### src/rtl/fcc_pkg.sv
// Shared constants and types for the floor texture coordinate caster.
// No dependencies.
package fcc_pkg;

  localparam int CfgW   = 27;
  localparam int CfgAW  = 3;
  localparam int PosW   = 27;
  localparam int VecW   = 16;
  localparam int ScrW   = 13;
  localparam int RowW   = 11;
  localparam int ColW   = 12;
  localparam int TexW   = 6;
  localparam int FracW  = 16;
  localparam int RW     = 15;  // row times the largest row step
  localparam int DivW   = RW + ScrW;
  localparam int SumW   = 32;
  localparam int NumW   = 47;
  localparam int TexPW  = FracW + 11;
  localparam int FrontStages = 4;
  localparam int InDataW  = 24;
  localparam int OutDataW = 16;

  localparam int DefRowStep   = 1;
  localparam int DefTexWidth  = 64;
  localparam int DefTexHeight = 64;

  localparam logic [CfgAW-1:0] RegPosX   = 3'd0;
  localparam logic [CfgAW-1:0] RegPosY   = 3'd1;
  localparam logic [CfgAW-1:0] RegDirX   = 3'd2;
  localparam logic [CfgAW-1:0] RegDirY   = 3'd3;
  localparam logic [CfgAW-1:0] RegPlaneX = 3'd4;
  localparam logic [CfgAW-1:0] RegPlaneY = 3'd5;
  localparam logic [CfgAW-1:0] RegWidth  = 3'd6;
  localparam logic [CfgAW-1:0] RegHeight = 3'd7;

  typedef struct packed {
    logic [NumW-1:0] mag;
    logic            neg;
  } fcc_num_t;

  typedef struct packed {
    logic [FracW-1:0] q;
    logic             rem_nz;
    logic             neg;
  } fcc_quot_t;

endpackage

### src/rtl/fcc_back.sv
// Back end: floor correction, position add and texel scaling for one axis.
// Depends on fcc_pkg.
module fcc_back import fcc_pkg::*; #(
  parameter int TEX_SIZE = DefTexWidth
) (
  input  fcc_quot_t        quot,
  input  logic [PosW-1:0]  pos,
  output logic [TexW-1:0]  tex
);

  logic [FracW-1:0] off;
  logic [FracW-1:0] frac;
  logic [TexPW-1:0] prod;

  assign off  = quot.neg ? FracW'(0) - (quot.q + FracW'(quot.rem_nz)) : quot.q;
  assign frac = pos[FracW-1:0] + off;
  assign prod = TexPW'(frac) * TexPW'(TEX_SIZE);
  assign tex  = prod[FracW +: TexW];

endmodule

### config.mk
export PLATFORM = sky130hd
export DESIGN_NAME = fcc_back
export DESIGN_NICKNAME = d
export VERILOG_FILES = /design/src/rtl/fcc_pkg.sv /design/src/rtl/fcc_back.sv
export SDC_FILE = /design/constraint.sdc
export NUM_CORES = 1
export LEC_CHECK = 0
export BUFFER_PORTS_ARGS = -buffer_cell sky130_fd_sc_hd__buf_4
export CORE_ASPECT_RATIO = 0.9
export CORE_UTILIZATION = 52
export DETAILED_ROUTE_END_ITERATION = 12
export PLACE_DENSITY = 0.93
export SYNTH_ARGS = -nofsm -noshare
export SYNTH_HDL_FRONTEND = slang
export SYNTH_SLANG_ARGS = --single-unit
### constraint.sdc
create_clock -name vclk -period 7.3
set_input_delay 1.095 -clock vclk [all_inputs]
set_output_delay 1.095 -clock vclk [all_outputs]
set_load 0.05 [all_outputs]
After elaboration in Yosys (flattened, before gate mapping)
Cells that the tools add are included.
W data, S select, Z words.

operators by class
  add/subtract/negate cells = 3
  muxes and demuxes = 1

operator list
  kind                     count
  $add A16 B1 Y16          1
  $add A16 B16 Y16         1
  $mux W16                 1
  $sub A1 B16 Y16 const A  1

storage, ports and cells
  output and inout port bits = 6
  register bits after elaboration = 0
  word-level logic and storage cells = 4
  bits of input ports = 45

Longest topological paths before layout
  depth after elaboration = 4
  gate-level depth with buffers = 20
  depth with buffers taken out = 20

Worst setup path after synthesis
OpenSTA, ideal clock, no wires.

  path kind = input -> output
  start = input port quot[1] in the netlist's numbering
  end = output port tex[5]
  stages = 17
  slack = 1,350 ps
  arrival time = 4,855 ps
  buffers on the path = 0
  data required time = 6,205 ps
  cells stage by stage = inv_1 ha_1 ha_1 a211o_1 a211oi_4 o21ai_2 a31o_4 a21oi_1 xor2_1 mux2i_1 ha_1 or3_1 o21ai_0 a31oi_2 a41oi_2 xnor2_1 xnor2_1

on the way
  longest elaborated chain between the ends = 4

RTL lines
  item              line            source
  start, declared   fcc_back.sv:6   input fcc_quot_t quot,
  $add A16 B1 Y16   fcc_back.sv:15  assign off = quot.neg ? FracW'(0) - (quot.q + FracW'(quot.rem_nz)) : quot.q;
  $sub A1 B16 Y16   fcc_back.sv:15
  $mux W16          fcc_back.sv:15
  $add A16 B16 Y16  fcc_back.sv:16  assign frac = pos[FracW-1:0] + off;
  end, declared     fcc_back.sv:8   output logic [TexW-1:0] tex

Every way passes these cells.

Worst setup path in the final report
Ends and elaborated chain as after synthesis.

==> results.json <==
{
  "end_kind": "output port",
  "p_comb_share_pct": 100.0,
  "antenna_left": 0,
  "slew_headroom_pct": 78.2,
  "ys_top_cells_by_count": "32 x ha_1, 21 x inv_1, 14 x nand2_1",
  "vias": 1306,
  "seq_area_sq_um": 0,
  "area_growth_pct": 25.0,
  "grt_pass1_vias": 1286,
  "yosysTopAreaCellShare_pct": 31.2,
  "cts_resized": 0,
  "dp_cells": 238,
  "required_ns": 6.20,
  "fin_setup_tns_ns": 0,
  "core_area_sq_um": 2260,
  "p_sw_share_pct": 59.8,
  "final_cells": 238,
  "chipWidth_um": 54.4,
  "status": "finished, final reports clean",
  "tightest_slew_ns": 0.323,
  "grt_overflow": 0,
  "switchingPower_uw": 133,
  "post-cts-setup-buffers": 0,
  "leakage_nw": 0.868,
  "fin_crit_ns": 5.83,
  "synth.distinct_cells": 39,
  "wl_per_cell_um": 11.8,
  "multiInputGateArea_sq_um": 1190,
  "crit_fanout": 4,
  "p_int_uw": 89.2,
  "grt_max_degree": 27,
  "slew_violations": 0,
  "netlist_area_sq_um": 1280,
  "post-synth-top-count-cell": "ha_1",
  "grt_pass1_wl_mm": 5.00,
  "crit_slowest_cell": "a211o_1",
  "final_util_pct": 71.0,
  "worstHoldPathCells": 4,
  "io_pins": 51,
  "setup.worst_path.start_class": "input pin",
  "drc": 0,
  "critPathKind": "in2out",
  "irDropWorstVdd_mv": 0.172,
  "setup_violations": 0,
  "drive_gt1_share_pct": 24.6,
  "p_seq_share_pct": 0,
  "maxCapViolCount": 0,
  "hold_class": "in2out",
  "setup_slack_ns": 1.47,
  "p_per_area_nw_per_um2": 138,
  "final_nets": 290,
  "antenna_cells": 0,
  "synthCells": 174,
  "die_h_um": 49.2,
  "drt_iter0_drc": 22,
  "row_count": 16,
  "dp_hpwl_mm": 2.50,
  "syn_area_per_cell_sq_um": 7.38,
  "hold_viol": 0,
  "dieArea_sq_um": 2670,
  "fillers": 178,
  "port_buffers": 40,
  "synthTopCellsByArea": "ha_1 31%, inv_1 6.1%, xnor2_1 6.1%, xor2_1 4.8%, mux2i_1 4.7%",
  "min_from": "pos[11]",
  "crit_top_cell": "ha_1",
  "hold_buffers": 0,
  "viasPerCell": 5.49,
  "drt_wl_total_mm": 2.81,
  "synth_warnings": 0,
  "seq_cell_count": 0,
  "synth_nets": 251,
  "grt_usage_pct": 23.9,
  "clkbuf_count": 0,
  "whs_endpoint": "tex[1]",
  "gp_congestion": 0.828,
  "first_pass_iters": 4,
  "place_ws_ns": 1.48,
  "start_util_pct": 56.8,
  "fmax_mhz": 172,
  "clockPowerShare_pct": 0,
  "yosysSeqAreaShare_pct": 0,
  "period_share_pct": 79.8,
  "antenna_found_initial": 0,
  "arrival_ns": 4.73,
  "slowest_delay_ns": 0.37,
  "path_cells": "buf_4, inv_1, ha_1, ha_1, a211o_1, a211oi_4, o21ai_2, a31o_4, a21oi_1, xor2_1, mux2i_1, ha_1, or3_1, o21ai_0, a31oi_2, a41oi_2, xnor2_1, xnor2_1, buf_4",
  "grt_setup_unrepaired": "false",
  "synth_area_leader_cell": "ha_1"
}
==> critical path: cells and delay by family <==
kind            cells  cell delay [ns]
compound gates      8             1.69
xor+xnor            3             0.43
fa+ha+maj           3             0.72
buf+inv             3             0.31
mux                 1             0.09
simple gates        1             0.37
==> cell usage in the layout, fill, tap and decap left out <==
cell	instances
buf_4	40
ha_1	32
inv_1	21
nand2_1	14
nor2_1	12
o21ai_0	11
a21oi_1	11
xnor2_1	9
xor2_1	7
mux2i_1	6
a21o_1	6
or3_1	4
or2_2	3
and3_1	3
nand3_1	3
a211oi_1	3
o21ai_1	2
a211oi_2	2
nor3_1	2
a31oi_1	2
o22ai_1	2
a211o_1	1
a211oi_4	1
o21ai_2	1
a31o_4	1
or4_1	1
o221ai_2	1
a21oi_2	1
o31a_1	1
o211ai_1	1
o21bai_1	1
nand2b_1	1
o21a_1	1
a32oi_1	1
a41oi_1	1
a31oi_2	1
a41oi_2	1
==> per-layer routing <==
| metal | wire length, um | vias up | global-route usage (%) |
|---|---|---|---|
| met5 | 0 | - | 0 |
| met2 | 1360 | 26 | 41.3 |
| met4 | 36 | 0 | 5.13 |
| met3 | 67 | 4 | 1.87 |
| li1 | - | 704 | - |
| met1 | 1350 | 572 | 31.2 |
==> layout make-up <==
type | count | area share, %
tap | 27 | 2.10
timing repair buffer | 40 | 18.7
inverter | 21 | 4.91
multi-input combinational | 150 | 74.3
==> how the worst max path moves through the flow <==
stage               startpoint      to  slack (ns)  depth (start not counted)
global route           quot[1]  tex[5]        1.17                         21
global placement       quot[1]  tex[5]        1.55                         19
floorplan              quot[1]  tex[5]        1.35                         17
detailed placement     quot[1]  tex[5]        1.48                         19
finish                 quot[1]  tex[5]        1.47                         19
CTS                    quot[1]  tex[5]        1.46                         19
==> cell families after synthesis <==
| group | after synthesis | synth area share [%] |
|---|---|---|
| AOI/OAI and AO/OA | 53 | 30.7 |
| xor gates and xnor gates | 16 | 10.9 |
| adders and majority gates | 32 | 31.2 |
| buffers and inverters | 24 | 7.11 |
| muxes | 6 | 4.67 |
| and+or+nand+nor | 43 | 15.5 |
==> power by group through the flow <==
stage	clock [mW]	combinational, mW	sequential [mW]
final	0	0.222	0
after global routing	0	0.243	0
after CTS	0	0.222	0
after detailed placement	0	0.222	0
after global placement	0	0.217	0
after floorplan	0	0.164	0
==> metrics by stage <==
stage	area (sq um)	hold WS, ns	power, mW
2_1_floorplan	1280	2.62	0.164
3_3_place_gp	1610	2.67	0.217
3_5_place_dp	1610	2.67	0.222
4_1_cts	1610	2.67	0.222
5_1_grt	1610	2.71	0.243
6_report	1610	2.67	0.222
Power figures use the tool's default switching activity.
